[src/design/top_k_slowest_tracker_unit_assert.svh]
// Assertion macros shared by the top-k tracker RTL.
// Included by tkst_cell.sv and tkst_dump_ctrl.sv; no other dependencies.
`ifndef TOP_K_SLOWEST_TRACKER_UNIT_ASSERT_SVH
`define TOP_K_SLOWEST_TRACKER_UNIT_ASSERT_SVH
`ifndef SYNTHESIS
// check that cons holds in the same cycle as ante
`define TKST_ASSERT_IMP(lbl, clk, rst_n, ante, cons) \
	lbl: assert property (@(posedge clk) disable iff (!rst_n) (ante) |-> (cons)) \
		else $error("tkst assertion failed");
// check that cons holds in the cycle after ante
`define TKST_ASSERT_NXT(lbl, clk, rst_n, ante, cons) \
	lbl: assert property (@(posedge clk) disable iff (!rst_n) (ante) |=> (cons)) \
		else $error("tkst assertion failed");
`else
`define TKST_ASSERT_IMP(lbl, clk, rst_n, ante, cons)
`define TKST_ASSERT_NXT(lbl, clk, rst_n, ante, cons)
`endif
`endif

[src/design/tkst_pkg.sv]
// Shared types and constants of the top-k slowest tracker.
// No dependencies; imported by every module of the block.
package tkst_pkg;

	localparam int DATA_W    = 64;
	localparam int RANK_W    = 6;
	localparam int TOP_K_DEF = 16;

	// request type codes
	localparam logic REQ_INSERT = 1'b0;
	localparam logic REQ_DUMP   = 1'b1;

	typedef struct packed {
		logic [DATA_W-1:0] trace_id;
		logic [DATA_W-1:0] total_time;
		logic [DATA_W-1:0] inbound_time;
		logic [DATA_W-1:0] wait_time;
		logic [DATA_W-1:0] outbound_time;
		logic [DATA_W-1:0] cycle_count;
	} entry_t;

	// per-cycle command broadcast to every cell
	typedef struct packed {
		logic ins;  // sorted insert of the broadcast entry
		logic rot;  // rotate the valid prefix up by one
	} cell_ctrl_t;

endpackage

[src/design/tkst_cell.sv]
// One slot of the sorted chain: holds an entry and its valid bit.
// Depends on tkst_pkg and top_k_slowest_tracker_unit_assert.svh.
`include "top_k_slowest_tracker_unit_assert.svh"
module tkst_cell (
	input  logic                clk,
	input  logic                arst_n,
	input  tkst_pkg::cell_ctrl_t ctrl,
	input  tkst_pkg::entry_t    new_entry,
	input  tkst_pkg::entry_t    head_entry,
	input  tkst_pkg::entry_t    prev_entry,
	input  logic                prev_valid,
	input  logic                prev_ge,
	input  tkst_pkg::entry_t    next_entry,
	input  logic                next_valid,
	output tkst_pkg::entry_t    entry,
	output logic                valid,
	output logic                ge
);
	import tkst_pkg::*;

	entry_t entry_q;
	logic   valid_q;

	// stored entry ranks at or above the new one
	assign ge    = valid_q && (entry_q.total_time >= new_entry.total_time);
	assign entry = entry_q;
	assign valid = valid_q;

	always_ff @(posedge clk or negedge arst_n) begin
		if (!arst_n) begin
			valid_q <= 1'b0;
		end else if (ctrl.ins && !ge) begin
			valid_q <= prev_ge ? 1'b1 : prev_valid;
		end
	end

	always_ff @(posedge clk) begin
		if (ctrl.ins) begin
			if (!ge) begin
				entry_q <= prev_ge ? new_entry : prev_entry;
			end
		end else if (ctrl.rot) begin
			// advance the neighbor below up; the tail of the prefix takes the head
			if (next_valid) begin
				entry_q <= next_entry;
			end else if (valid_q) begin
				entry_q <= head_entry;
			end
		end
	end

	`TKST_ASSERT_IMP(a_valid_prefix, clk, arst_n, next_valid, valid_q)
	`TKST_ASSERT_IMP(a_ge_prefix, clk, arst_n, ctrl.ins && !prev_ge, !ge)
	`TKST_ASSERT_IMP(a_ins_rot_excl, clk, arst_n, ctrl.ins, !ctrl.rot)

endmodule

[config.mk]
export PLATFORM = sky130hd
export DESIGN_NAME = tkst_cell
export DESIGN_NICKNAME = d
export VERILOG_FILES = /design/src/design/tkst_pkg.sv /design/src/design/tkst_cell.sv
export VERILOG_INCLUDE_DIRS = /design/src /design/src/design
export SDC_FILE = /design/constraint.sdc
export NUM_CORES = 1
export LEC_CHECK = 0
export BUFFER_PORTS_ARGS = -buffer_cell sky130_fd_sc_hd__buf_4
export CAP_MARGIN = 25
export CORE_AREA = 2 2 760 762
export DETAILED_ROUTE_END_ITERATION = 7
export DIE_AREA = 0 0 762 764
export GPL_ROUTABILITY_DRIVEN = 0
export PLACE_DENSITY = 0.3
export SKIP_CTS_REPAIR_TIMING = 1
export SYNTH_ARGS = -nofsm -noshare
export SYNTH_HDL_FRONTEND = slang
export SYNTH_SLANG_ARGS = --single-unit
[constraint.sdc]
create_clock -name clk -period 33.9 [get_ports clk]
set_clock_uncertainty 0.2 [all_clocks]
set_input_delay 3.39 -clock clk [delete_from_list [all_inputs] [get_ports clk]]
set_output_delay 3.39 -clock clk [all_outputs]
set_load 0.005 [all_outputs]
# Word level (Yosys, flattened, before mapping)

Index checks and enable logic that the tools add are counted.

Mux-type cells: 7
Eq/ne operators: 1
Magnitude comparators: 1
Reductions and logical operators: 6

Operators with widths:

| operator           | number |
|---|---|
| $mux 384           | 6 |
| $ge 64x64->1       | 1 |
| $reduce_and 3->1   | 1 |
| $reduce_bool 3->1  | 1 |
| $logic_and 1x1->1  | 2 |
| $ne 2x2->1 const B | 1 |
| $reduce_bool 2->1  | 1 |
| $logic_not 1->1    | 1 |
| $mux 1             | 1 |

Input bits: 1,543
Register bits: 385
Output and inout port bits: 386

# Depth between registers and ports, before layout

Gate-level depths: netlist of the first run.

Depth after elaboration: 4
Depth in mapped cells: 9
Gate-level depth less buffers: 9

# Worst setup path before layout of the first run

Ideal clock, no wire load.

Path kind: in2reg
From: input port new_entry[256] in the netlist's numbering
To: register entry_q (netlist bit entry[0]) (enable)
Stages: 8
Buffers on the path: 0
Data arrival time: 23,797 ps
Setup time: 1,361 ps
Setup slack: 8,543 ps
Cell sequence: ha_1 -> nand2b_1 -> a2111o_1 -> a31oi_1 -> o22ai_1 -> a221oi_2 -> nand2_1 -> a31oi_1

Cells in the longest elaborated chain, start to end: 4

Ends and longest elaborated chain:

| what                              | RTL line        | RTL |
|---|---|---|
| start: declaration                | tkst_cell.sv:8  | `input tkst_pkg::entry_t new_entry,` |
| $ge 64x64->1                      | tkst_cell.sv:25 | `assign ge = valid_q && (entry_q.total_time >= new_entry.total_time);` |
| $logic_and 1x1->1                 | tkst_cell.sv:25 |  |
| $ne 2x2->1 (no source line)       | -               |  |
| $reduce_and 3->1 (no source line) | -               |  |
| end signal: assignment            | tkst_cell.sv:40 | `entry_q <= prev_ge ? new_entry : prev_entry;` |
| end signal: assignment            | tkst_cell.sv:45 | `entry_q <= next_entry;` |
| end signal: assignment            | tkst_cell.sv:47 | `entry_q <= head_entry;` |
| end: declaration                  | tkst_cell.sv:21 | `entry_t entry_q;` |

Every way passes these cells.
A chain may end at the register's enable or synchronous reset.

# Worst setup path after layout of the first run

From: input port new_entry[281] in the netlist's numbering
To: output port ge

Cells in the longest elaborated chain, start to end: 2

Ends and longest elaborated chain:

| what              | RTL line        | RTL |
|---|---|---|
| $ge 64x64->1      | tkst_cell.sv:25 |  |
| $logic_and 1x1->1 | tkst_cell.sv:25 |  |
| end: declaration  | tkst_cell.sv:17 | `output logic ge` |

Every way passes these cells.

==> results of run 1 <==
==> layout make-up <==
type                       count  area, um^2
antenna                      169         423
clock buffer                  87        1880
clock inverter                27         168
fill                       67200      524000
inverter                      66         248
multi-input combinational   1708       12500
sequential                   385       11600
tap                         7587        9490
timing repair buffer        1986       15000
==> worst max-delay path: cells and delay by family <==
kind / cells / cell delay, ns
AO/OA/AOI/OAI: 3 / 0.88
adder cells (fa/ha/maj): 1 / 0.35
AND/OR/NAND/NOR: 3 / 1.20
buffers and inverters: 3 / 0.52
==> registers in the layout (all words and copies together) (netlist names) <==
signal / cells
valid: 1
entry: 384
==> stage by stage <==
stage | area, um^2 | cells | total power, uW | hold slack [ns]
6_report | 51300 | 12000 | 1920 | 1.03
5_1_grt | 51000 | 11900 | 2000 | 1.08
4_1_cts | 50800 | 11800 | 1970 | 1.03
3_5_place_dp | 48800 | 11700 | 1240 | 1.02
3_3_place_gp | 48700 | 11700 | 1240 | 1.03
2_1_floorplan | 25100 | 2373 | 866 | 0.457
==> cells by family after synthesis <==
kind of cell             count (synthesis)
adder cells (fa/ha/maj)                 64
flip-flops                             385
AND/OR/NAND/NOR                        436
multiplexers                           384
buffers and inverters                  280
AO/OA/AOI/OAI                          824
==> worst min path at each step <==
stage	slack (ns)	startpoint	cells after the start	end
floorplan	0.46	valid	3	valid
global placement	1.03	valid	3	valid
detailed placement	1.02	valid	3	valid
CTS	1.03	valid	3	valid
global route	1.08	valid	3	valid
finish	1.03	valid	3	valid
==> per-layer routing <==
metal	share of wire, %	GRT usage [%]
met1	34	14.2
met2	41	20.8
met3	20	13.5
met4	4.8	5.75
met5	0.75	0
==> cells in the mapped netlist <==
cell type	number
clkbuf_1	191
a2111o_1	1
buf_1	10
buf_2	13
mux2i_1	384
o31a_4	1
inv_1	66
and3_1	1
o22ai_1	1
or2_2	1
a211oi_1	385
a221oi_2	1
nand2b_1	2
a31oi_1	2
a21o_1	6
nand2_1	21
dfrtp_1	1
a21oi_2	1
a222oi_1	1
edfxtp_1	384
a221o_1	1
and4_1	1
a21oi_1	411
a221oi_1	1
nor2_1	6
or2_1	1
nor4_1	4
o21ai_0	12
nor3b_2	1
ha_1	64
nand4_1	9
nand3_1	4
nor2b_1	385
==> power groups by stage <==
stage	registers [uW]	clock network [uW]	logic, uW
3_5_place_dp	669	0	573
3_3_place_gp	670	0	572
4_1_cts	661	738	575
2_1_floorplan	707	0	158
5_1_grt	664	742	597
6_report	660	700	560
==> cell usage in the layout, fill, tap and decap left out, types with 2 or more instances in the layout <==
cell type and instances:
a211oi_1 384, a21o_1 6, a21oi_1 411, buf_12 5, buf_2 2, buf_4 1975, buf_8 3, clkbuf_1 14
clkbuf_16 73, clkinv_1 8, clkinv_2 12, clkinvlp_4 4, diode_2 169, edfxtp_1 384, ha_1 64, inv_1 66
mux2i_1 384, nand2_1 21, nand2b_1 2, nand3_1 4, nand4_1 9, nor2_1 6, nor2b_1 385, nor4_1 4
o21ai_0 12
==> results.ini, run 1 <==
[synthesis]
seq_area_frac_synth_pct=46.1
netlist_area_um2=25100
synth_area_per_cell_um2=10.6
synth_mux_area_share_pct=15.3
syn_nets=3980
netlist.area_leader.share_pct=46.0
synth-xor-area-share_pct=0
yosysWarnings=0
netlist_top_cells_area=edfxtp_1 (46%), mux2i_1 (15%), a211oi_1 (12%)
synth-adder-area-share_pct=3.19
synthSimpleGateAreaFrac_pct=10.6
synthCells=2373
synth_area_leader_cell=edfxtp_1
synth_compound_area_share_pct=20.5
synth_cell_type_count=33
ys_ff_latch=385
synth_top_family_by_area=compound AO/OA/AOI/OAI gates

[timing]
rsz0062_at_grt=false
fmax_mhz=101
slew_headroom_pct=24.8
maxSlewViolCount=0
worst_pin_slew_ns=1.12
tns_ns=0
min_period_over_period_pct=29.3
fin_crit_ns=9.94
final_hold_viol_count=0
setup_viol=0
fin_ws_ns=23.96

[hold_path]
worstHoldPathType=reg2reg

[setup_path]
critPathMaxStageDelay_ns=0.91
worstPathArrival_ns=6.35
r2r_start=entry[278]
worstSetupEndpoint=ge
cp.required_ns=30.31
path_cells=buf_4, inv_1, ha_1, nand4_1, nor4_1, nand4_1, o22ai_1, a221oi_2, a21oi_2, buf_4
path_class=in2out
reg2reg_depth=14
slowest_stage=nor4_1
critPathLaunchType=input port
crit_start=new_entry[281]
timing.rr.end=entry[101]
path_max_fanout=3
r2r_slack_ns=26.96
worst_setup_path_end_kind=output pin

[final_layout]
nets=5825
drive_above_1_share_pct=49.0
area_growth_pct=104
final_util_pct=8.92

[run_status]
run_status=finished clean

[routing]
wl_per_cell_um=36.5
drc=0
firstDrtPassIters=5
ant_nets=0
drtIter0Drc=2229
wl_um=439000
viasPerCell=2.60
vias=31200

[die]
die_w_um=762
dieArea_um2=582000
initial_core_util_pct=4.36
fp-row-count=279
die-height_um=764
core_area_um2=575000
num_io_pins=1929

[global_routing]
grt_max_degree=146
grt_pass1_vias=30300
track_usage_pct=14.4
grt-ovfl-total=0
antenna_found_initial=649
grt_pass1_wl_um=501000

[power_and_ir_drop]
ir_drop_mv=0.0285
clockPowerShare_pct=36.5
swShare_pct=33.5
power_frac_comb_pct=29.2
intPower_uw=1280
p_leak_uw=0.0196
p_sw_uw=642
pwr-share-seq_pct=34.4
powerDensity_nw_per_um2=37.5

[placement]
dp_slack_ns=24.01
io_buffer_count=1928
hpwl_um=401000

[clock_network]
cts.reportedPaths.clkPinSlew_ns=0.06
clock-sinks=385
cts_tree=yes
clk_path_buf_depth=4
cts_buffers=71
clk_latency_ns=0.80
htree_levels=3
clockRootBuffer=clkbuf_16

[flow_run]
cap_violations=0

Note: power is estimated with default switching activity, not from simulation.
==> run 2: changes to the inputs <==
--- a/config.mk
+++ b/config.mk
@@ -8,9 +8,9 @@
 export LEC_CHECK = 0
 export BUFFER_PORTS_ARGS = -buffer_cell sky130_fd_sc_hd__buf_4
 export CAP_MARGIN = 25
-export CORE_AREA = 2 2 760 762
+export CORE_AREA = 2 2 758 760
 export DETAILED_ROUTE_END_ITERATION = 7
-export DIE_AREA = 0 0 762 764
+export DIE_AREA = 0 0 760 762
 export GPL_ROUTABILITY_DRIVEN = 0
 export PLACE_DENSITY = 0.3
 export SKIP_CTS_REPAIR_TIMING = 1
==> constraint.sdc (replaced) <==
create_clock -name clk -period 8.1 [get_ports clk]
set_clock_uncertainty 0.2 [all_clocks]
set_input_delay 0.81 -clock clk [delete_from_list [all_inputs] [get_ports clk]]
set_output_delay 0.81 -clock clk [all_outputs]
set_load 0.005 [all_outputs]
==> results.ini, run 2 (synthesis results as in run 1) <==
[final_layout]
seq_area_um2=11600
mostFrequentLayoutCells=buf_4 (1975), a21oi_1 (411), nor2b_1 (385)
nets=5833
nFillCells=66700
multi_input_area_um2=12500
final_common_cell=buf_4
fin_area_um2=51400
drive_above_1_share_pct=49.3
area_growth_pct=105
largest_reg_flops=384

[global_routing]
track_usage_pct=14.7
grt_max_degree=145
grt_pass1_vias=30200
grt_pass1_wl_um=511000
antenna_found_initial=674
grt-ovfl-total=0

[timing]
fin_crit_ns=4.67
slew_headroom_pct=26.8
worst_pin_slew_ns=1.10
rsz0062_at_grt=false
setup_viol=0
tns_ns=0
min_period_over_period_pct=57.6
maxSlewViolCount=0
fmax_mhz=214
final_hold_viol_count=0
holdWs_ns=0.131

[power_and_ir_drop]
p_total_uw=8180
swShare_pct=33.9
powerDensity_nw_per_um2=159
p_sw_uw=2780
power_frac_comb_pct=29.6
ir_drop_mv=0.131
intPower_uw=5410
clockPowerShare_pct=37.3
pwr-share-seq_pct=33.0
p_leak_uw=0.0197

[setup_path]
path_cells=ha_1, nand4_1, nor2_1, and3_1, nor3b_2, a221oi_2, a21oi_2, buf_4
critPathMaxStageDelay_ns=0.61
worst-path-buf-inv=1
timing.rr.end=entry[55]
crit_start=entry[315]
slowest_stage=nand4_1
path_class=reg2out
r2r_start=entry[315]
worstPathArrival_ns=3.66
r2r_slack_ns=3.46
path_max_fanout=3
critPathLaunchType=flop
critPathTopFamily=simple AND/OR/NAND/NOR gates
cp.required_ns=7.09
worstSetupEndpoint=ge
path_depth=8
reg2reg_depth=10
worst_setup_path_end_kind=output pin

[routing]
drc=0
vias=31400
wl_per_cell_um=37.1
firstDrtPassIters=5
drtIter0Drc=2277
ant_nets=0
viasPerCell=2.62
wl_um=444000

[hold_path]
worstHoldPathType=in2reg
hold_depth=3

[die]
num_io_pins=1929
core_area_um2=571000
die-height_um=762
dieArea_um2=579000
fp-row-count=278
die_w_um=760
initial_core_util_pct=4.39

[run_status]
run_status=finished clean

[clock_network]
cts_buffers=70
cts_tree=yes
clk_latency_ns=0.78
clockRootBuffer=clkbuf_16
cts.reportedPaths.clkPinSlew_ns=0.08
clk_path_buf_depth=4
htree_levels=3
clock-sinks=385

[placement]
dpl_cell_area_um2=49000
io_buffer_count=1928
hpwl_um=407000

[flow_run]
cap_violations=0

## run 2: cell count changes in the layout (fill, tap and decap cells not counted), moves of 3 or more
cell	before	now
clkbuf_16	73	70
diode_2	169	133
clkinv_2	12	7
clkbuf_1	14	11
clkinv_4	1	5
buf_12	5	15
a211oi_2	1	7
a211oi_1	384	378
clkinv_1	8	14
bufinv_16	1	4
## run 2: worst reg2reg max path, cell delays in order, from the launching register on
cell      delay [ns]
edfxtp_1        0.40
ha_1            0.31
nand4_1         0.54
nor2_1          0.17
and3_1          0.26
nor3b_2         0.19
a221oi_2        0.47
nand2_1         0.18
a31oi_4         0.50
buf_12          0.29
buf_12          0.69
## run 2: routing by layer
metal | vias to the layer above | wire [um] | track usage, %
li1 | 13000 | - | -
met1 | 14300 | 157000 | 15.3
met2 | 2493 | 180000 | 21.2
met3 | 1096 | 85600 | 12.9
met4 | 478 | 19100 | 5.28
met5 | - | 3170 | 0
## run 2: stage by stage
step / utilization (%) / setup slack [ns] / instances
floorplan: - / -1.33 / 2373
global placement: 8.57 / 2.90 / 11700
detailed placement: 8.58 / 2.88 / 11700
CTS: 8.95 / 3.25 / 11800
global route: 8.98 / 3.20 / 11900
finish: 9.01 / 3.43 / 12000
## run 2: cell type report
cell class / instances / share of cell area, %
repair buffers: 1995 / 29.5
multi-input cells: 1708 / 24.4
flip-flops and latches: 385 / 22.5
well taps: 7560 / 18.4
clock buffers: 81 / 3.49
diodes: 133 / 0.647
clock inverters: 37 / 0.615
inverters: 66 / 0.482
## run 2: power by group through the flow
| stage | sequential (uW) | combinational [uW] | clock, uW |
|---|---|---|---|
| 2_1_floorplan | 2800 | 668 | 0 |
| 3_3_place_gp | 2730 | 2500 | 0 |
| 3_5_place_dp | 2740 | 2490 | 0 |
| 4_1_cts | 2700 | 2500 | 3210 |
| 5_1_grt | 2720 | 2580 | 3240 |
| 6_report | 2700 | 2430 | 3060 |
## run 2: how the worst min path moves through the flow
stage                       endpoint  slack (ns)             from
final                     entry[203]        0.13  next_entry[203]
after global routing      entry[182]        0.10  next_entry[182]
after global placement         valid        0.41           arst_n
after floorplan                valid        0.31           arst_n
after detailed placement       valid        0.41           arst_n
after CTS                      valid       -0.48           arst_n
