<file path="src/design/top_k_slowest_tracker_unit_assert.svh">
// Assertion macros shared by the top-k tracker RTL.
// Included by tkst_cell.sv and tkst_dump_ctrl.sv; no other dependencies.
`ifndef TOP_K_SLOWEST_TRACKER_UNIT_ASSERT_SVH
`define TOP_K_SLOWEST_TRACKER_UNIT_ASSERT_SVH
`ifndef SYNTHESIS
// check that cons holds in the same cycle as ante
`define TKST_ASSERT_IMP(lbl, clk, rst_n, ante, cons) \
	lbl: assert property (@(posedge clk) disable iff (!rst_n) (ante) |-> (cons)) \
		else $error("tkst assertion failed");
// check that cons holds in the cycle after ante
`define TKST_ASSERT_NXT(lbl, clk, rst_n, ante, cons) \
	lbl: assert property (@(posedge clk) disable iff (!rst_n) (ante) |=> (cons)) \
		else $error("tkst assertion failed");
`else
`define TKST_ASSERT_IMP(lbl, clk, rst_n, ante, cons)
`define TKST_ASSERT_NXT(lbl, clk, rst_n, ante, cons)
`endif
`endif

</file>
<file path="src/design/tkst_pkg.sv">
// Shared types and constants of the top-k slowest tracker.
// No dependencies; imported by every module of the block.
package tkst_pkg;

	localparam int DATA_W    = 64;
	localparam int RANK_W    = 6;
	localparam int TOP_K_DEF = 16;

	// request type codes
	localparam logic REQ_INSERT = 1'b0;
	localparam logic REQ_DUMP   = 1'b1;

	typedef struct packed {
		logic [DATA_W-1:0] trace_id;
		logic [DATA_W-1:0] total_time;
		logic [DATA_W-1:0] inbound_time;
		logic [DATA_W-1:0] wait_time;
		logic [DATA_W-1:0] outbound_time;
		logic [DATA_W-1:0] cycle_count;
	} entry_t;

	// per-cycle command broadcast to every cell
	typedef struct packed {
		logic ins;  // sorted insert of the broadcast entry
		logic rot;  // rotate the valid prefix up by one
	} cell_ctrl_t;

endpackage

</file>
<file path="src/design/tkst_dump_ctrl.sv">
// Dump sequencer and output register of the top-k tracker.
// Depends on tkst_pkg and top_k_slowest_tracker_unit_assert.svh.
`include "top_k_slowest_tracker_unit_assert.svh"
module tkst_dump_ctrl #(
	parameter int TOP_K = tkst_pkg::TOP_K_DEF
) (
	input  logic                         clk,
	input  logic                         arst_n,
	input  logic                         in_valid,
	output logic                         in_stall,
	input  logic                         req_type,
	input  logic                         head_valid,
	input  logic [TOP_K-1:0]             more_valid,
	input  tkst_pkg::entry_t             head_entry,
	output tkst_pkg::cell_ctrl_t         ctrl,
	output logic                         out_valid,
	input  logic                         out_stall,
	output logic                         entry_valid,
	output logic [tkst_pkg::RANK_W-1:0]  rank,
	output tkst_pkg::entry_t             out_entry,
	output logic                         last
);
	import tkst_pkg::*;

	localparam int IDX_W = (TOP_K > 1) ? $clog2(TOP_K) : 1;

	typedef enum logic [1:0] {
		ST_IDLE = 2'b01,
		ST_DUMP = 2'b10
	} state_t;

	state_t            state_q;
	logic [RANK_W-1:0] rank_q;
	logic [RANK_W-1:0] out_rank_q;
	logic [IDX_W-1:0]  rank_idx;
	logic              out_valid_q;
	logic              entry_valid_q;
	logic              last_q;
	entry_t            out_entry_q;
	logic              accept;
	logic              emit;
	logic              emit_last;

	assign in_stall  = (state_q != ST_IDLE);
	assign accept    = in_valid && !in_stall;
	assign emit      = (state_q == ST_DUMP) && (!out_valid_q || !out_stall);
	// the beat is last when no entry sits below the current rank
	assign rank_idx  = rank_q[IDX_W-1:0];
	assign emit_last = !head_valid || !more_valid[rank_idx];

	assign ctrl.ins = accept && (req_type == REQ_INSERT);
	assign ctrl.rot = emit && head_valid;

	assign out_valid   = out_valid_q;
	assign entry_valid = entry_valid_q;
	assign rank        = out_rank_q;
	assign out_entry   = out_entry_q;
	assign last        = last_q;

	always_ff @(posedge clk or negedge arst_n) begin
		if (!arst_n) begin
			state_q     <= ST_IDLE;
			rank_q      <= '0;
			out_valid_q <= 1'b0;
		end else begin
			case (state_q)
				ST_IDLE: begin
					if (accept && (req_type == REQ_DUMP)) begin
						state_q <= ST_DUMP;
					end
				end
				ST_DUMP: begin
					if (emit) begin
						if (emit_last) begin
							state_q <= ST_IDLE;
							rank_q  <= '0;
						end else begin
							rank_q <= rank_q + 1'b1;
						end
					end
				end
				default: begin
					state_q <= ST_IDLE;
				end
			endcase
			if (emit) begin
				out_valid_q <= 1'b1;
			end else if (!out_stall) begin
				out_valid_q <= 1'b0;
			end
		end
	end

	// load the output beat; an empty list gives an all-zero record
	always_ff @(posedge clk) begin
		if (emit) begin
			entry_valid_q <= head_valid;
			out_rank_q    <= rank_q;
			out_entry_q   <= head_valid ? head_entry : '0;
			last_q        <= emit_last;
		end
	end

	`TKST_ASSERT_IMP(a_empty_is_last, clk, arst_n, out_valid_q && !entry_valid_q, last_q)
	`TKST_ASSERT_IMP(a_empty_rank0, clk, arst_n, out_valid_q && !entry_valid_q, out_rank_q == '0)
	`TKST_ASSERT_NXT(a_last_to_idle, clk, arst_n, emit && emit_last, state_q == ST_IDLE)

endmodule
</file>
<file path="config.mk">
export PLATFORM = sky130hd
export DESIGN_NAME = tkst_dump_ctrl
export DESIGN_NICKNAME = d
export VERILOG_FILES = /design/src/design/tkst_pkg.sv /design/src/design/tkst_dump_ctrl.sv
export VERILOG_INCLUDE_DIRS = /design/src /design/src/design
export SDC_FILE = /design/constraint.sdc
export NUM_CORES = 1
export LEC_CHECK = 0
export BUFFER_PORTS_ARGS = -buffer_cell sky130_fd_sc_hd__buf_2
export CORE_AREA = 2 2 314 316
export CTS_BUF_LIST = sky130_fd_sc_hd__clkbuf_2 sky130_fd_sc_hd__clkbuf_4 sky130_fd_sc_hd__clkbuf_8
export DETAILED_ROUTE_END_ITERATION = 10
export DIE_AREA = 0 0 316 318
export HOLD_SLACK_MARGIN = 0.05
export SYNTH_ARGS = -nofsm -noshare
export SYNTH_HDL_FRONTEND = slang
export SYNTH_SLANG_ARGS = --single-unit
</file>
<file path="constraint.sdc">
create_clock -name clk -period 23.9 [get_ports clk]
set_input_delay 1.195 -clock clk [delete_from_list [all_inputs] [get_ports clk]]
set_output_delay 1.195 -clock clk [all_outputs]
set_load 0.005 [all_outputs]
</file>
# ---- Word-level counts from Yosys, hierarchy flattened
# Cells that the tools add are included.
dict set report word_totals {
  ff_bits 401
  input_bits 406
  elab_cells 45
}
dict set report classes {
  n_addsub 1
  magnitude_cmp 1
  n_eq_ne 7
  muxes 9
  n_bitwise 1
  reduce_logical 14
}
# operator n
set op_table {}
lappend op_table {{$add A6 B1 Y6 const B} 1}
lappend op_table {{$mux W2} 3}
lappend op_table {{$mux W6} 1}
lappend op_table {{$ne A2 B2 Y1 const B} 3}
lappend op_table {{$logic_and A1 B1 Y1} 5}
lappend op_table {{$logic_not A1 Y1} 5}
lappend op_table {{$lt A4 B5 Y1 const B} 1}
lappend op_table {{$bmux W1 S4} 1}
lappend op_table {{$ne A2 B1 Y1 const B} 2}
lappend op_table {{$pmux W2 S2} 1}
lappend op_table {{$mux W1} 3}
lappend op_table {{$reduce_and A3 Y1} 1}
lappend op_table {{$eq A2 B1 Y1 const B} 1}
lappend op_table {{$eq A2 B2 Y1 const B} 1}
lappend op_table {{$logic_or A1 B1 Y1} 2}
lappend op_table {{$reduce_and A2 Y1} 1}
lappend op_table {{$not A1 Y1} 1}

# ---- Logic depth before layout (Yosys ltp)
# Gate-level depths: netlist of the first run.
dict set report depth {
  depth_word 7
  ltp_mapped 6
}

# ---- Worst setup path before layout of the first run
# Ideal clock, no wire load.
dict set report synth_path {
  path_type {in2reg}
  startpoint {input out_stall}
  endpoint {register entry_valid_q, in the netlist entry_valid (enable)}
  t_arrival_ps 8569
  path_slack_ps 12129
  path_stages 3
  cell_sequence {nand2_1 -> nand2_1 -> clkinv_1}
}
dict set report synth_via {
  elab_chain_len 3
}
# element line
set synth_rtl {}
lappend synth_rtl {{start, declared} tkst_dump_ctrl.sv:17} ;# input logic out_stall,
lappend synth_rtl {{$logic_not A1 Y1} --}
lappend synth_rtl {{$logic_or A1 B1 Y1} tkst_dump_ctrl.sv:46} ;# assign emit = (state_q == ST_DUMP) && (!out_valid_q || !out_stall);
lappend synth_rtl {{$logic_and A1 B1 Y1} tkst_dump_ctrl.sv:46}
lappend synth_rtl {{named net emit} tkst_dump_ctrl.sv:41} ;# logic emit;
lappend synth_rtl {{end signal, assigned} tkst_dump_ctrl.sv:97} ;# entry_valid_q <= head_valid;
lappend synth_rtl {{end, declared} tkst_dump_ctrl.sv:37} ;# logic entry_valid_q;
# The timed path passes the listed nets, and every way through them passes these cells.
# A chain may end at the register's enable or synchronous reset.

# ---- Worst setup path after layout of the first run
dict set report layout_path {
  startpoint {input out_stall}
  endpoint {register out_entry_q (netlist bit out_entry[106]) (enable)}
}
dict set report layout_via {
  elab_chain_len 3
}
# element line
set layout_rtl {}
lappend layout_rtl {{$logic_not A1 Y1} --}
lappend layout_rtl {{$logic_or A1 B1 Y1} tkst_dump_ctrl.sv:46}
lappend layout_rtl {{$logic_and A1 B1 Y1} tkst_dump_ctrl.sv:46}
lappend layout_rtl {{named net emit} tkst_dump_ctrl.sv:41}
lappend layout_rtl {{end signal, assigned} tkst_dump_ctrl.sv:99} ;# out_entry_q <= head_valid ? head_entry : '0;
lappend layout_rtl {{end, declared} tkst_dump_ctrl.sv:39} ;# entry_t out_entry_q;
# The timed path passes the listed nets, and every way through them passes these cells.

==> results.cfg, run 1 <==
[timing]
finClkSkew_ps = 19.1
hold_ws_ps = 393
slew_headroom_pct = 10.2
finalCritPeriodShare_pct = 18.8
layout_setup_ws_ps = 19410
final.min_clock_period_ps = 4490
worst_pin_slew_ps = 1310
grt_setup_unrepaired = false
hold_violations = 0
fmax_mhz = 223
final-max-slew-violation-count = 0
finalSetupTns_ps = 0
setup_viol = 0

[routing]
drt-initial-drc-count = 625
vias = 10300
wl_per_cell_microns = 16.8
via_per_inst = 3.35
drc = 0
drtPass1Iterations = 5
wirelength_microns = 51800
antenna_left = 0

[critical_path]
critPathMaxStageDelay_ps = 860
cpLargestDelayFamily = buffers and inverters
cp.required_ps = 24180
crit_end = out_entry[106]$_SDFFCE_PN0P_
crit_path_top_delay_cell = buf_4
r2r-start = state_q[1]$_DFFE_PN0P_
r2r_slack_ps = 19520
cp_num_cells = 7
start_kind = input pin
timing.rr.end = out_entry[106]$_SDFFCE_PN0P_
worstSetupEndpointType = flip-flop
cp_num_buf_inv = 5
critical_path.startpoint = out_stall
path_max_fanout = 124
arrival_ps = 4770
crit_path_frequent_cell = buf_4
rr_worst_depth = 6
path_class = input pin to flip-flop
crit_chain = buf_2, nand2_1, nand2_1, inv_8, buf_4, buf_4, buf_4

[pwr]
p_int_mw = 1.19
p_clk_share_pct = 41.2
finalPower_mw = 1.55
power.share.sequential_pct = 51.1
power_frac_comb_pct = 7.7
powerDensity_mw_per_mm2 = 70.8
worst_ir_drop_vdd_mv = 0.0404
swShare_pct = 23.7
power.leakage_nw = 8.81
power.switching_uw = 368

[clock_network]
cts_sinks = 401
cts-resized-gates = 0
cts_tree = yes
ctsHtreeMaxLevel = 3
numCtsBuffers = 73
cts_setup_buffers = 0
cts_hold_buf = 0
root_buffer = clkbuf_8
path_clk_slew_ps = 60
clk_latency_ps = 670
clk_path_buf_depth = 3

[place]
place_congestion = 0.845
dp_slack_ps = 18490
place.port_buffers = 801
dp_cells = 2942
dp_hpwl_microns = 39400

[grt]
grt_overflow = 0
grt_pass1_wl_microns = 70000
antenna_found_initial = 21
grt_max_degree = 125
grt_pass1_vias = 10500
grt.total_usage_pct = 9.75

[finish]
fillers = 10400
mostFrequentLayoutCell = buf_2
nNetsFinal = 2137
final_cell_mix = 800 x buf_2, 392 x edfxtp_1, 386 x and2_1
final_cells = 3074
area_growth_pct = 46.3
drive_gt1_share_pct = 51.9

[synthesis]
ys_seq_area_share_pct = 80.1
synth.distinct_cells = 32
ys_ff_latch = 401
syn_area_per_cell_sq_um = 16.9
synth_nets = 1296
synth_area_sq_mm = 0.0150
syn_inst = 889
yosysWarnings = 0

[run_status]
status = completed

[die]
die_h_microns = 318
die_w_microns = 316
coreArea_sq_mm = 0.0974
start_util_pct = 15.4
ios = 802
num_rows = 115
dieArea_sq_mm = 0.100

[min_path]
hold_class = input pin to async pin

[job]
maxCapViolCount = 0
==> power groups by stage <==
stage | Sequential, mW | Clock [mW] | Combinational, mW
6_report | 0.794 | 0.640 | 0.119
3_5_place_dp | 0.809 | 0 | 0.121
3_3_place_gp | 0.808 | 0 | 0.119
2_1_floorplan | 0.816 | 0 | 0.0455
5_1_grt | 0.795 | 0.702 | 0.130
4_1_cts | 0.794 | 0.676 | 0.121
==> area by class of cell <==
cell class              instances  area (sq um)  area share (%)
diodes                          6          15.0          0.0685
well taps                    1287          1610            7.34
clock inverters                30           189           0.862
repair buffers                810          4090            18.6
clock buffers                  96          1210            5.51
inverters                       1          11.3          0.0513
flip-flops and latches        401         12000            54.7
multi-input cells             443          2810            12.8
==> flip-flops by register name, indices dropped and copies added, names as in the netlist <==
register and count:
rank 6, last 1, state_q 2, out_entry 384, rank_q 6, out_valid 1
entry_valid 1
==> cells by family after synthesis <==
| kind of cell | after synthesis | synth area share (%) |
|---|---|---|
| AOI/OAI and AO/OA | 18 | 0.952 |
| buffers and inverters | 45 | 1.18 |
| DFF | 401 | 80.1 |
| adders and majority gates | 1 | 0.0835 |
| muxes | 8 | 0.534 |
| and+or+nand+nor | 416 | 17.2 |
==> metrics by stage <==
step / util [%] / instance area [sq um]
6_report: 22.5 / 21900
3_3_place_gp: 21.1 / 20500
2_1_floorplan: - / 15000
3_5_place_dp: 21.1 / 20500
4_1_cts: 22.5 / 21900
5_1_grt: 22.5 / 21900
==> how the worst min path moves through the flow <==
stage	start	endpoint	slack, ps	depth (start not counted)
3_5_place_dp	rank_q[4]$_DFFE_PN0P_	rank[4]$_DFFE_PP_	520	0
2_1_floorplan	rank_q[5]$_DFFE_PN0P_	rank[5]$_DFFE_PP_	450	0
4_1_cts	arst_n	rank_q[5]$_DFFE_PN0P_	270	1
6_report	arst_n	state_q[1]$_DFFE_PN0P_	390	1
3_3_place_gp	rank_q[5]$_DFFE_PN0P_	rank[5]$_DFFE_PP_	510	0
5_1_grt	arst_n	state_q[1]$_DFFE_PN0P_	310	1
==> synth_stat cells (all sizes together) <==
library cell	instances	area share (%)
edfxtp	392	79
and2	386	16
clkbuf	43	1.1
dfrtp	8	1.3
mux2i	8	0.53
nand2	8	0.20
nand2b	5	0.21
a22oi	4	0.23
o21ai	4	0.13
nand3	3	0.10
nor2b	3	0.13
a21oi	2	0.067
a32o	2	0.13
and3	2	0.083
nand4	2	0.083
nor2	2	0.050
a31o	1	0.058
buf	1	0.075
clkinv	1	0.025
dfstp	1	0.18
ha	1	0.083
nand3b	1	0.050
nand4b	1	0.058
nor3	1	0.033
nor3b	1	0.050
o211a	1	0.067
o211ai	1	0.050
o21a	1	0.10
o21bai	1	0.050
o221ai	1	0.058
or2	1	0.042
==> layer usage <==
| metal | track usage (%) | vias to the layer above | wire length [microns] |
|---|---|---|---|
| met2 | 15.9 | 552 | 24700 |
| met4 | 4.33 | 26 | 1650 |
| li1 | - | 4827 | - |
| met1 | 10.5 | 4776 | 19200 |
| met5 | 0 | - | 158 |
| met3 | 4.96 | 119 | 6140 |
Note: power is estimated with default switching activity, not from simulation.
==> run 2: changes to the inputs <==
- clock period: 23.9 -> 4.4 ns (I/O delays scaled with it)
==> results.cfg, run 2 (synthesized netlist as in run 1, its figures left out) <==
[run_status]
status = completed

[critical_path]
crit_end = out_entry[148]$_SDFFCE_PN0P_
crit_chain = nor2b_1, nand2_1, inv_16, buf_4
worstSetupEndpointType = flip-flop
arrival_ps = 2920
crit_path_top_delay_cell = inv_16
r2r_slack_ps = 1810
critPathMaxStageDelay_ps = 740
critical_path.startpoint = state_q[1]$_DFFE_PN0P_
start_kind = flip-flop
path_max_fanout = 198
rr_worst_depth = 4
path_class = flip-flop to flip-flop
r2r-start = state_q[1]$_DFFE_PN0P_
cp.required_ps = 4740
timing.rr.end = out_entry[148]$_SDFFCE_PN0P_

[die]
start_util_pct = 15.4
num_rows = 115
die_h_microns = 318
ios = 802
dieArea_sq_mm = 0.100
die_w_microns = 316
coreArea_sq_mm = 0.0974

[min_path]
hold_class = input pin to async pin

[grt]
antenna_found_initial = 7
grt_pass1_wl_microns = 77500
grt_overflow = 0
grt_pass1_vias = 13000
grt_max_degree = 199
grt.total_usage_pct = 10.4

[routing]
drc = 0
vias = 12000
dr_wl_met2_microns = 27100
wl_per_cell_microns = 15.7
drt-initial-drc-count = 617
antenna_left = 0
wl_met1_microns = 20300
drtPass1Iterations = 4
top_layer = met5
wirelength_microns = 54500
via_per_inst = 3.46
wl_met3_microns = 5050

[finish]
area_growth_pct = 73.2
mostFrequentLayoutCell = buf_2
ff_latch_area_sq_mm = 0.0120
drive_gt1_share_pct = 42.9
largest_register_ffs = 384
multi_input_area_sq_mm = 0.00281
fillers = 9898
final_cell_mix = 800 x buf_2, 392 x edfxtp_1, 389 x dlygate4sd3_1
nNetsFinal = 2530

[timing]
setup_viol = 0
finalSetupTns_ps = 0
finalCritPeriodShare_pct = 58.8
final-max-slew-violation-count = 0
fmax_mhz = 387
layout_setup_ws_ps = 1810
slew_headroom_pct = 37.5
final.min_clock_period_ps = 2590
grt_setup_unrepaired = false
finClkSkew_ps = 38.5
hold_ws_ps = 115
worst_pin_slew_ps = 938
hold_violations = 0

[clock_network]
cts-resized-gates = 0
cts_sinks = 401
ctsHtreeMaxLevel = 3
root_buffer = clkbuf_8
clk_path_buf_depth = 3
numCtsBuffers = 75
cts_tree = yes
cts_setup_buffers = 0
clk_latency_ps = 700
path_clk_slew_ps = 60
cts_hold_buf = 389

[pwr]
power.leakage_nw = 10.5
powerDensity_mw_per_mm2 = 342
worst_ir_drop_vdd_mv = 0.318

[place]
place.port_buffers = 801
dp_slack_ps = 1810
place_congestion = 0.790
dp_hpwl_microns = 36700

[job]
maxCapViolCount = 0
==> run 2: cell types whose count changed in the layout (fill, tap and decap cells not counted), sizes merged <==
cell and change:
clkinvlp +2, dlygate4sd3 +389, buf +2, inv +1, clkinv +3, bufinv +3
clkbuf -6, diode -5
==> run 2: worst max-delay path, delay by kind of cell (launching register included) <==
kind                   cells  cell delay, ps
and+or+nand+nor            2             530
buffers and inverters      2            1230
DFF                        1             370
==> run 2: layout make-up <==
| type | count | area share [%] |
|---|---|---|
| Timing Repair Buffer | 1201 | 30.9 |
| Clock inverter | 39 | 1.29 |
| Sequential cell | 401 | 46.2 |
| Antenna cell | 1 | 0.00964 |
| Tap cell | 1287 | 6.20 |
| Clock buffer | 90 | 4.43 |
| Multi-Input combinational cell | 443 | 10.8 |
| Inverter | 1 | 0.0771 |
==> run 2: worst min path at each step <==
stage / start / cells past startpoint / endpoint / slack, ps
2_1_floorplan: arst_n / 0 / out_valid$_DFFE_PN0P_ / -80
3_3_place_gp: arst_n / 1 / state_q[1]$_DFFE_PN0P_ / 90
3_5_place_dp: arst_n / 1 / state_q[1]$_DFFE_PN0P_ / 100
4_1_cts: arst_n / 2 / state_q[0]$_DFFE_PN1P_ / 60
5_1_grt: arst_n / 2 / state_q[0]$_DFFE_PN1P_ / 110
6_report: arst_n / 2 / state_q[0]$_DFFE_PN1P_ / 120
==> run 2: per-stage QoR <==
| step | std cells | cell area (sq um) | total power, mW | util, % |
|---|---|---|---|---|
| 3_5_place_dp | 2944 | 20600 | 4.99 | 21.1 |
| 3_3_place_gp | 2944 | 20600 | 4.98 | 21.1 |
| 2_1_floorplan | 889 | 15000 | 4.65 | - |
| 6_report | 3463 | 26000 | 8.89 | 26.6 |
| 5_1_grt | 3462 | 26000 | 9.29 | 26.6 |
| 4_1_cts | 3462 | 26000 | 9.07 | 26.6 |
==> run 2: layer usage <==
layer,global-route usage (%),up-vias
met5,0,-
met1,10.7,5688
met4,4.91,8
met3,3.72,106
li1,-,5611
met2,18.5,580
==> run 2: where the power goes <==
part	internal [mW]	leakage [nW]	switching [mW]
logic	0.522	6.03	0.338
clock network	1.99	0.759	1.71
registers	4.29	3.71	0.0496
total	6.80	10.5	2.10
==> run 3: changes to the inputs <==
- clock period: 4.4 -> 2.7 ns (I/O delays scaled with it)
==> results.cfg, run 3 (synthesized netlist as in run 1, its figures left out) <==
[routing]
drc = 0
wirelength_microns = 55100
drt-initial-drc-count = 637
antenna_left = 0
wl_per_cell_microns = 15.9
vias = 12000
via_per_inst = 3.45
drtPass1Iterations = 5

[die]
die_h_microns = 318
start_util_pct = 15.4
dieArea_sq_mm = 0.100
coreArea_sq_mm = 0.0974
die_w_microns = 316
num_rows = 115
ios = 802

[timing]
finalCritPeriodShare_pct = 81.4
final.min_clock_period_ps = 2200
worst_pin_slew_ps = 605
slew_headroom_pct = 59.7
fmax_mhz = 455
hold_violations = 0
finClkSkew_ps = 24.7
grt_setup_unrepaired = false
final-max-slew-violation-count = 0
setup_viol = 0
finalSetupTns_ps = 0

[clock_network]
clk_path_buf_depth = 3
cts_tree = yes
numCtsBuffers = 72
cts-resized-gates = 0
clk_latency_ps = 670
path_clk_slew_ps = 60
ctsHtreeMaxLevel = 3
cts_sinks = 401
root_buffer = clkbuf_8

[grt]
grt_max_degree = 115
grt_pass1_wl_microns = 77400
grt.total_usage_pct = 10.5
grt_overflow = 0
grt_pass1_vias = 12800
antenna_found_initial = 13

[place]
dp_cells = 2960
dp_hpwl_microns = 38300
place.port_buffers = 801
place_congestion = 0.820

[pwr]
p_int_mw = 10.9
powerDensity_mw_per_mm2 = 538
worst_ir_drop_vdd_mv = 0.350
power.switching_mw = 3.14
p_clk_share_pct = 39.4
finalPower_mw = 14.0
power.share.sequential_pct = 50.4
power.leakage_nw = 10.6
power_frac_comb_pct = 10.2
swShare_pct = 22.4

[critical_path]
start_kind = flip-flop
path_class = flip-flop to flip-flop
worstSetupEndpointType = flip-flop
rr_worst_depth = 4
arrival_ps = 2600
path_max_fanout = 110
cp.required_ps = 3100

[run_status]
status = completed

[finish]
final_util_pct = 26.7
final_cells = 3471
final_cell_mix = 800 x buf_2, 395 x dlygate4sd3_1, 392 x edfxtp_1
area_growth_pct = 73.8
nNetsFinal = 2549
mostFrequentLayoutCell = buf_2
fillers = 9877
largest_register_ffs = 384
drive_gt1_share_pct = 42.9

[min_path]
hold_class = input pin to flip-flop
hold_depth = 2

[job]
maxCapViolCount = 0
==> run 3: cell types whose count changed in the layout (fill, tap and decap cells not counted), sizes merged <==
cell | previous run | this run
buf | 811 | 827
clkinv | 26 | 17
dlygate4sd3 | 389 | 395
clkinvlp | 6 | 2
diode | 1 | 3
inv | 4 | 2
bufinv | 4 | 3
==> run 3: path summary, 6_finish.rpt <==
path | from | to | slack [ps]
min in group asynchronous | arst_n | state_q[0]$_DFFE_PN1P_ | 570
max in group asynchronous | arst_n | rank_q[1]$_DFFE_PN0P_ | 1240
setup / recovery | state_q[0]$_DFFE_PN1P_ | out_entry[117]$_SDFFCE_PN0P_ | 500
setup reg to reg | state_q[0]$_DFFE_PN1P_ | out_entry[117]$_SDFFCE_PN0P_ | 500
hold / removal | head_valid | out_entry[364]$_SDFFCE_PN0P_ | 140
hold reg to reg | rank_q[5]$_DFFE_PN0P_ | rank[5]$_DFFE_PP_ | 500
==> run 3: layout make-up <==
| type | instances | area, sq um | share of cell area, % |
|---|---|---|---|
| diodes | 3 | 7.51 | 0.0288 |
| clock buffers | 90 | 1130 | 4.35 |
| clock inverters | 23 | 189 | 0.725 |
| inverters | 1 | 30.0 | 0.115 |
| multi-input cells | 443 | 2810 | 10.8 |
| flip-flops and latches | 401 | 12000 | 46.1 |
| well taps | 1287 | 1610 | 6.18 |
| repair buffers | 1223 | 8270 | 31.8 |
==> run 3: worst max-delay path, stage by stage, from the launching register on <==
cell	delay (ps)
dfstp_2	540
nor2b_1	70
nand2_1	420
clkinv_16	460
buf_12	340
==> run 3: layer usage <==
layer	GRT usage, %	share of wire, %	wire length, microns
met5	0	0.067	37
met3	4.10	9.9	5470
met1	11.4	39	21400
met4	6.00	4.6	2550
met2	17.3	47	25700
==> run 3: power groups by stage <==
| stage | sequential (mW) | combinational (mW) | clock, mW |
|---|---|---|---|
| detailed placement | 7.18 | 0.964 | 0 |
| CTS | 7.05 | 1.42 | 5.75 |
| floorplan | 7.17 | 0.405 | 0 |
| global route | 7.07 | 1.56 | 6.01 |
| finish | 7.06 | 1.43 | 5.52 |
| global placement | 7.18 | 0.948 | 0 |
==> run 3: metrics by stage <==
stage                     hold WS (ps)  setup slack, ps  cell area (sq um)
after floorplan                   -161              303              15000
after global placement            17.5              490              20800
after detailed placement          26.0              463              20800
after CTS                         51.2              434              26000
after global routing               111              305              26000
final                              137              501              26100
==> run 3: repair_timing <==
item	in CTS	in global routing
hold buffers	395	0
endpoints found under the hold margin	397	0
buffers inserted	0	0
